===== src/i2cm_pkg.sv =====
// ----------------------------------------------------------------------------
// I2C master byte engine package
// Shared constants: tick width, op codes, bus phases, registers, header steps.
// ----------------------------------------------------------------------------
package i2cm_pkg;

    localparam int TickWidth = 10;

    localparam logic [TickWidth-1:0] HalfBitReset = TickWidth'(5);

    localparam logic [2:0] OpTick      = 3'd0;
    localparam logic [2:0] OpStart     = 3'd1;
    localparam logic [2:0] OpStop      = 3'd2;
    localparam logic [2:0] OpWrite     = 3'd3;
    localparam logic [2:0] OpReadAck   = 3'd4;
    localparam logic [2:0] OpReadNack  = 3'd5;
    localparam logic [2:0] OpHeader    = 3'd6;

    localparam logic [3:0] PhIdle      = 4'd0;
    localparam logic [3:0] PhStartRel  = 4'd1;
    localparam logic [3:0] PhStartHigh = 4'd2;
    localparam logic [3:0] PhStartLow  = 4'd3;
    localparam logic [3:0] PhStopLow   = 4'd4;
    localparam logic [3:0] PhStopHigh  = 4'd5;
    localparam logic [3:0] PhStopRel   = 4'd6;
    localparam logic [3:0] PhBitLow    = 4'd7;
    localparam logic [3:0] PhBitHigh   = 4'd8;

    localparam logic [0:0] RegDeviceAddress = 1'b0;
    localparam logic [0:0] RegHalfBitTicks  = 1'b1;

    localparam logic [3:0] BitsPerByte = 4'd8;

    localparam logic [1:0] HdrNone = 2'd0;
    localparam logic [1:0] HdrAddr = 2'd1;
    localparam logic [1:0] HdrWord = 2'd2;

endpackage


===== src/i2c_master_byte_engine_top.sv =====
// ----------------------------------------------------------------------------
// I2C master byte engine
// Each input transfer is one timing tick with an SDA sample. The engine
// updates its bus phase, bit counter and shift register in one pass and
// returns the SCL level, SDA drive and status for that tick.
// ----------------------------------------------------------------------------
// The engine takes one tick per clock unless the output stalls, and returns
// exactly one result transfer per tick, in the cycle after the tick is taken.
// The result waits in an output register; a new tick is taken whenever
// that register is empty or is being read out in the same cycle, so a steady
// stream runs at one tick per clock. Commands are started only on a tick
// that begins idle; while one runs, each tick's operation field is ignored.
module i2c_master_byte_engine_top (
    input  logic       i_clk,
    input  logic       i_rst_n,
    input  logic       i_in_valid,
    output logic       o_in_ready,
    input  logic [2:0] i_operation,
    input  logic [7:0] i_data_byte,
    input  logic       i_sda_in,
    output logic       o_out_valid,
    input  logic       i_out_ready,
    output logic       o_scl_level,
    output logic       o_sda_release,
    output logic       o_busy_res,
    output logic       o_done_res,
    output logic [7:0] o_read_data,
    output logic       o_slave_acked,
    input  logic       i_cfg_valid,
    output logic       o_cfg_ready,
    input  logic [0:0] i_cfg_index,
    input  logic [i2cm_pkg::TickWidth-1:0] i_cfg_data
);
    import i2cm_pkg::*;

    logic [7:0]           r_device_address;
    logic [TickWidth-1:0] r_half_bit_ticks;

    logic [3:0]           r_phase,       n_phase;
    logic [3:0]           r_bit_count,   n_bit_count;
    logic [7:0]           r_shift_reg,   n_shift_reg;
    logic [TickWidth-1:0] r_tick_count,  n_tick_count;
    logic [1:0]           r_header_step, n_header_step;
    logic [2:0]           r_pending_op,  n_pending_op;
    logic                 r_ack_flag,    n_ack_flag;
    logic [7:0]           r_word_addr,   n_word_addr;
    logic [7:0]           r_rd_byte,     n_rd_byte;
    logic                 r_scl,         n_scl;
    logic                 r_sda,         n_sda;
    logic                 n_done;

    logic                 r_out_valid;
    logic                 r_out_scl;
    logic                 r_out_sda;
    logic                 r_out_busy;
    logic                 r_out_done;
    logic [7:0]           r_out_read_data;
    logic                 r_out_acked;

    logic                 w_in_accept;
    logic [TickWidth-1:0] w_half;
    logic [TickWidth-1:0] w_tick_inc;

    function automatic logic f_bit_low_sda(input logic [3:0] bit_count,
                                           input logic       shift_msb,
                                           input logic [2:0] pending_op);
        logic is_read;
        is_read = (pending_op == OpReadAck) || (pending_op == OpReadNack);
        if (bit_count < BitsPerByte) begin
            f_bit_low_sda = is_read ? 1'b1 : shift_msb;
        end else begin
            f_bit_low_sda = (pending_op == OpReadAck) ? 1'b0 : 1'b1;
        end
    endfunction

    assign o_cfg_ready = 1'b1;
    assign o_in_ready  = !r_out_valid || i_out_ready;
    assign w_in_accept = i_in_valid && o_in_ready;

    assign w_half     = (r_half_bit_ticks == '0) ? TickWidth'(1) : r_half_bit_ticks;
    assign w_tick_inc = r_tick_count + TickWidth'(1);

    always_comb begin
        logic is_read;
        n_phase       = r_phase;
        n_bit_count   = r_bit_count;
        n_shift_reg   = r_shift_reg;
        n_tick_count  = r_tick_count;
        n_header_step = r_header_step;
        n_pending_op  = r_pending_op;
        n_ack_flag    = r_ack_flag;
        n_word_addr   = r_word_addr;
        n_rd_byte     = r_rd_byte;
        n_scl         = r_scl;
        n_sda         = r_sda;
        n_done        = 1'b0;
        is_read = (r_pending_op == OpReadAck) || (r_pending_op == OpReadNack);

        if (r_phase != PhIdle) begin
            n_tick_count = w_tick_inc;
            if (w_tick_inc >= w_half) begin
                n_tick_count = '0;
                unique case (r_phase)
                    PhStartRel: begin
                        n_phase = PhStartHigh;
                        n_scl   = 1'b1;
                        n_sda   = 1'b1;
                    end
                    PhStartHigh: begin
                        n_phase = PhStartLow;
                        n_sda   = 1'b0;
                    end
                    PhStartLow: begin
                        n_scl = 1'b0;
                        if (r_pending_op == OpHeader) begin
                            n_header_step = HdrAddr;
                            n_shift_reg   = r_device_address;
                            n_bit_count   = '0;
                            n_phase       = PhBitLow;
                            n_sda         = f_bit_low_sda(4'd0, r_device_address[7],
                                                          r_pending_op);
                        end else begin
                            n_phase = PhIdle;
                            n_done  = 1'b1;
                        end
                    end
                    PhStopLow: begin
                        n_phase = PhStopHigh;
                        n_scl   = 1'b1;
                        n_sda   = 1'b0;
                    end
                    PhStopHigh: begin
                        n_phase = PhStopRel;
                        n_sda   = 1'b1;
                    end
                    PhStopRel: begin
                        n_phase = PhIdle;
                        n_done  = 1'b1;
                    end
                    PhBitLow: begin
                        n_phase = PhBitHigh;
                        n_scl   = 1'b1;
                    end
                    PhBitHigh: begin
                        if (r_bit_count < BitsPerByte) begin
                            n_shift_reg = {r_shift_reg[6:0], is_read ? i_sda_in : 1'b0};
                            n_bit_count = r_bit_count + 4'd1;
                            n_phase     = PhBitLow;
                            n_scl       = 1'b0;
                            n_sda       = f_bit_low_sda(n_bit_count, n_shift_reg[7],
                                                        r_pending_op);
                        end else if (is_read) begin
                            n_rd_byte = r_shift_reg;
                            n_scl     = 1'b0;
                            n_sda     = 1'b1;
                            n_phase   = PhIdle;
                            n_done    = 1'b1;
                        end else begin
                            n_ack_flag = !i_sda_in;
                            if (i_sda_in) begin
                                n_header_step = HdrNone;
                                n_phase       = PhStopLow;
                                n_scl         = 1'b0;
                                n_sda         = 1'b0;
                            end else if (r_pending_op == OpHeader &&
                                         r_header_step == HdrAddr) begin
                                n_header_step = HdrWord;
                                n_shift_reg   = r_word_addr;
                                n_bit_count   = '0;
                                n_phase       = PhBitLow;
                                n_scl         = 1'b0;
                                n_sda         = f_bit_low_sda(4'd0, r_word_addr[7],
                                                              r_pending_op);
                            end else begin
                                n_header_step = HdrNone;
                                n_scl         = 1'b0;
                                n_sda         = 1'b1;
                                n_phase       = PhIdle;
                                n_done        = 1'b1;
                            end
                        end
                    end
                    default: begin
                        n_phase = PhIdle;
                    end
                endcase
            end
        end else begin
            n_pending_op = i_operation;
            n_tick_count = '0;
            n_bit_count  = '0;
            unique case (i_operation)
                OpStart, OpHeader: begin
                    n_word_addr   = i_data_byte;
                    n_header_step = HdrNone;
                    n_phase       = PhStartRel;
                    n_sda         = 1'b1;
                end
                OpStop: begin
                    n_phase = PhStopLow;
                    n_scl   = 1'b0;
                    n_sda   = 1'b0;
                end
                OpWrite: begin
                    n_shift_reg = i_data_byte;
                    n_phase     = PhBitLow;
                    n_scl       = 1'b0;
                    n_sda       = f_bit_low_sda(4'd0, i_data_byte[7], i_operation);
                end
                OpReadAck, OpReadNack: begin
                    n_shift_reg = '0;
                    n_phase     = PhBitLow;
                    n_scl       = 1'b0;
                    n_sda       = f_bit_low_sda(4'd0, 1'b0, i_operation);
                end
                default: begin
                    n_pending_op = OpTick;
                end
            endcase
        end
    end

    always_ff @(posedge i_clk) begin
        if (!i_rst_n) begin
            r_device_address <= '0;
            r_half_bit_ticks <= HalfBitReset;
        end else if (i_cfg_valid && o_cfg_ready) begin
            unique case (i_cfg_index)
                RegDeviceAddress: r_device_address <= i_cfg_data[7:0];
                RegHalfBitTicks:  r_half_bit_ticks <= i_cfg_data;
                default:          r_device_address <= r_device_address;
            endcase
        end
    end

    always_ff @(posedge i_clk) begin
        if (!i_rst_n) begin
            r_phase       <= PhIdle;
            r_bit_count   <= '0;
            r_shift_reg   <= '0;
            r_tick_count  <= '0;
            r_header_step <= HdrNone;
            r_pending_op  <= OpTick;
            r_ack_flag    <= 1'b0;
            r_word_addr   <= '0;
            r_rd_byte     <= '0;
            r_scl         <= 1'b1;
            r_sda         <= 1'b1;
        end else if (w_in_accept) begin
            r_phase       <= n_phase;
            r_bit_count   <= n_bit_count;
            r_shift_reg   <= n_shift_reg;
            r_tick_count  <= n_tick_count;
            r_header_step <= n_header_step;
            r_pending_op  <= n_pending_op;
            r_ack_flag    <= n_ack_flag;
            r_word_addr   <= n_word_addr;
            r_rd_byte     <= n_rd_byte;
            r_scl         <= n_scl;
            r_sda         <= n_sda;
        end
    end

    always_ff @(posedge i_clk) begin
        if (!i_rst_n) begin
            r_out_valid <= 1'b0;
        end else if (w_in_accept) begin
            r_out_valid <= 1'b1;
        end else if (i_out_ready) begin
            r_out_valid <= 1'b0;
        end
    end

    always_ff @(posedge i_clk) begin
        if (w_in_accept) begin
            r_out_scl       <= n_scl;
            r_out_sda       <= n_sda;
            r_out_busy      <= (n_phase != PhIdle);
            r_out_done      <= n_done;
            r_out_read_data <= n_rd_byte;
            r_out_acked     <= n_ack_flag;
        end
    end

    assign o_out_valid   = r_out_valid;
    assign o_scl_level   = r_out_scl;
    assign o_sda_release = r_out_sda;
    assign o_busy_res    = r_out_busy;
    assign o_done_res    = r_out_done;
    assign o_read_data   = r_out_read_data;
    assign o_slave_acked = r_out_acked;

    a_done_not_busy: assert property (@(posedge i_clk) disable iff (!i_rst_n)
        (r_out_valid && r_out_done) |-> !r_out_busy)
        else $error("done reported while still busy");

    a_bit_count_range: assert property (@(posedge i_clk) disable iff (!i_rst_n)
        r_bit_count <= BitsPerByte)
        else $error("bit counter past the acknowledge bit");

    a_idle_tick_clear: assert property (@(posedge i_clk) disable iff (!i_rst_n)
        (r_phase == PhIdle) |-> (r_tick_count == '0))
        else $error("tick counter not cleared while idle");

    a_header_step_range: assert property (@(posedge i_clk) disable iff (!i_rst_n)
        (r_header_step != 2'd3))
        else $error("invalid header step");

    a_accept_gives_result: assert property (@(posedge i_clk) disable iff (!i_rst_n)
        w_in_accept |=> r_out_valid)
        else $error("tick taken without a result");

endmodule

===== config.mk =====
export PLATFORM = sky130hd
export DESIGN_NAME = i2c_master_byte_engine_top
export DESIGN_NICKNAME = d
export VERILOG_FILES = /design/src/i2cm_pkg.sv /design/src/i2c_master_byte_engine_top.sv
export SDC_FILE = /design/constraint.sdc
export NUM_CORES = 1
export LEC_CHECK = 0
export BUFFER_PORTS_ARGS = -buffer_cell sky130_fd_sc_hd__buf_2
export CAP_MARGIN = 10
export CORE_MARGIN = 2
export CORE_UTILIZATION = 53
export CTS_CLUSTER_DIAMETER = 30
export DETAILED_ROUTE_END_ITERATION = 8
export GPL_TIMING_DRIVEN = 0
export PLACE_DENSITY = 0.75
export SYNTH_ARGS = -nofsm -noshare
export SYNTH_HDL_FRONTEND = slang
export SYNTH_SLANG_ARGS = --single-unit

===== constraint.sdc =====
create_clock -name i_clk -period 3.4 [get_ports i_clk]
set_input_delay 0.34 -clock i_clk [delete_from_list [all_inputs] [get_ports i_clk]]
set_output_delay 0.34 -clock i_clk [all_outputs]
set_load 0.005 [all_outputs]

==> results.md <==
* Worst Path Arrival at 3.39 ns
* Hold Path Class: in -> reg
* Post-Place Worst Slack at -0.375 ns
* Nets at 606
* Final GP Congestion at 0.930
* Clock Skew at 0.0157 ns
* Max-Cap Viols at 0
* Starting density of the core at 54.2%
* Final min period at approximately 3.3 ns
* DRC viols at 0
* Clk pwr share at 31.1%
* CTS H-tree lvls at 3
* Root buffer cell: clkbuf_8
* Drt total wl at 12.1 mm
* Hold_sp: i_cfg_data[9]
* Peak Freq at roughly 310 MHz
* Largest cells by area after synthesis: dfxtp_1, edfxtp_1, a21oi_1
* Boundary pin count at 44
* ANT cells at 0
* Post-route worst setup slack at 0.126 ns
* Status: finished clean
* Mapped cell area at 4410 um^2
* P&R area growth vs syn at 14.1%
* Pin count of the biggest net entering global routing at 22
* Slew of the pin with the lowest slew margin at approximately 0.87 ns
* Port Buf Inserts at 40
* Number of synthesized flops with an enable pin at 13
* Core Region at 8130 um^2
* Total number of vias at 4106
* Final setup vio count at 0
* Worst r2r src: r_tick_count[1]$_SDFFE_PN0P_
* Startpoint types: register
* NetSw at 710 uW
* Fillcell total at roughly 730
* Seq pwr share at 49.2%
* Layout Cells excl Fill at 675
* Overflow after GRT at 0
* Die W at about 95 um
* First-pass DRT Iterations at 5
* Final HPWL DP at 8.72 mm
* CTS Hold Bufs at 0
* PwrDens at 430 nW/um^2
* Distinct cell type count after synthesis at slightly above 60
* Via-to-Cell Ratio at between 6 and 7
* Sequential share of the synthesized area at approximately 40%
* Starting DRC count in detailed routing at 218
* Tcrit/Tclk final at 96.3%
* Cell with the most instances after synthesis: dfxtp_1
* Max clock buf depth at 2
* Vias in the first global route at 3878
* Layout cell share with drive strength beyond 1 at 17.2%
* Fin. Hold Viols at 0
* Synth top area share at 31.3%
* Seq cells post-synth at between 80 and 90
* Register Area at 1770 um^2
* Crit. End Element: register
* Final Instance Area at 5030 um^2
* Initial antenna violation count at 0
* Drt wl/cell at about 18 um
* CTS tree: yes
* P_leak at 0.00197 uW
* Die H at 95.2 um
* Die footprint at 9070 um^2
* Later-pin clock latency in the skew report at between 0.3 and 0.4 ns
* Area of the multi-input gates at 2510 um^2
* Switching Share at 32.8%
* First-pass GRT wire length at ~20 mm
* Setup CP Type: reg -> reg
* Comb power frac at 19.7%
* Peak supply drop at 0.236 mV
* Post-DP Area at 4740 um^2
* Post-Synthesis Cells at 512
* Tot GR Track Use at between 20 and 30%
* Top_reg_cell synth: dfxtp_1
* Yosys top cell by area: dfxtp_1
* Share of async-settable or async-resettable flops after synthesis at 0%
* CTS buffer count at 9
* Row count at 33
* Max Slew Vio Count at 0
* Reg clk slew, reported paths at 0.09 ns
* Syn Nets at 553
* Sink Count at 82
* Crit path max fanout at 8
* Relative slew slack at a little over 40%
* Power Internal at 1460 uW
* Placed cells at 657
* Mean area per synthesized cell at 8.62 um^2
* Post-synth top cells: dfxtp_1, a21oi_1, nand2_1
* Data required time at the worst endpoint at about 3.5 ns
* Worst Hold Slack at between 0.2 and 0.25 ns
* Biggest regs: r_half_bit_ticks x10, r_tick_count x10
* CP startpoint: r_tick_count[1]$_SDFFE_PN0P_
* Antenna Nets Post-Route at 0
* Final core occ at 61.9%
* Yosys warning count at 0
## final timing paths
check	cells after the start	end	slack [ns]
min	3	r_half_bit_ticks[9]$_SDFFE_PN0P_	0.21
min reg2reg	2	r_half_bit_ticks[5]$_SDFFE_PN0P_	0.47
max reg2reg	11	o_read_data[5]$_DFFE_PP_	0.13
max	11	o_read_data[5]$_DFFE_PP_	0.13
## stage by stage
| step | TNS (ns) | power (uW) |
|---|---|---|
| finish | 0 | 2170 |
| global route | -0.0362 | 2250 |
| CTS | -0.235 | 2140 |
| detailed placement | -5.26 | 1490 |
| global placement | -3.41 | 1480 |
| floorplan | 0 | 1350 |
## per-layer routing
metal  track usage (%)  part of all wire, %  wire length (um)  up-vias
met5                 0                    0                 0        -
met4              10.7                  3.0               361        0
met3              4.03                  5.7               691       31
met2              45.4                   47              5700      169
met1              37.0                   44              5380     1936
li1                  -                    -                 -     1970
## critical path, stage by stage, from the launching register on
cell,delay [ns]
dfxtp_1,0.40
ha_2,0.25
and3_2,0.23
nand3_1,0.10
xnor2_1,0.18
ha_1,0.33
nand4_1,0.24
o311ai_4,0.45
nor2_2,0.15
nor3_4,0.22
buf_12,0.15
mux2_2,0.34
## placed cells by master, fill, tap and decap left out, types with 5 or more instances in the layout
master / count
nand4_1: 7
nor2_1: 40
edfxtp_1: 13
nand2_1: 52
or3_1: 5
nor3_1: 5
xnor2_1: 5
buf_2: 42
inv_1: 16
nor2b_1: 5
mux2i_1: 25
clkbuf_1: 24
clkbuf_8: 9
o211ai_1: 7
a31oi_1: 9
a21oi_1: 61
nand3_1: 21
o22ai_1: 7
dfxtp_1: 67
ha_1: 12
o21ai_0: 30
nand2b_1: 14
mux2_2: 15
## repair_timing
item / in CTS / in global routing
gates resized for setup: 7 / 12
buffers inserted: 2 / 1
pin swaps: 3 / 4
setup endpoints to repair: 38 / 50
## cell type report
cell class / count / area share (%)
plain buffers: 29 / 2.46
clock inverters: 6 / 0.994
clock buffers: 10 / 2.54
repair buffers: 43 / 4.92
well taps: 105 / 2.61
multi-input cells: 382 / 49.9
inverters: 18 / 1.34
flip-flops and latches: 82 / 35.2
## power by group through the flow
stage | Sequential [uW] | Clock [uW] | Combinational [uW]
after floorplan | 1080 | 0 | 278
after global placement | 1090 | 0 | 392
after detailed placement | 1090 | 0 | 398
after CTS | 1060 | 670 | 410
after global routing | 1070 | 713 | 466
final | 1070 | 674 | 427
## cells by family after synthesis
group	synth area share, %
AOI/OAI and AO/OA	19.9
xor gates and xnor gates	1.79
adders and majority gates	3.69
buffers and inverters	4.37
DFF	40.2
muxes	9.50
other	0.0850
and+or+nand+nor	20.5
No activity file was read; power rests on OpenSTA's default activity.
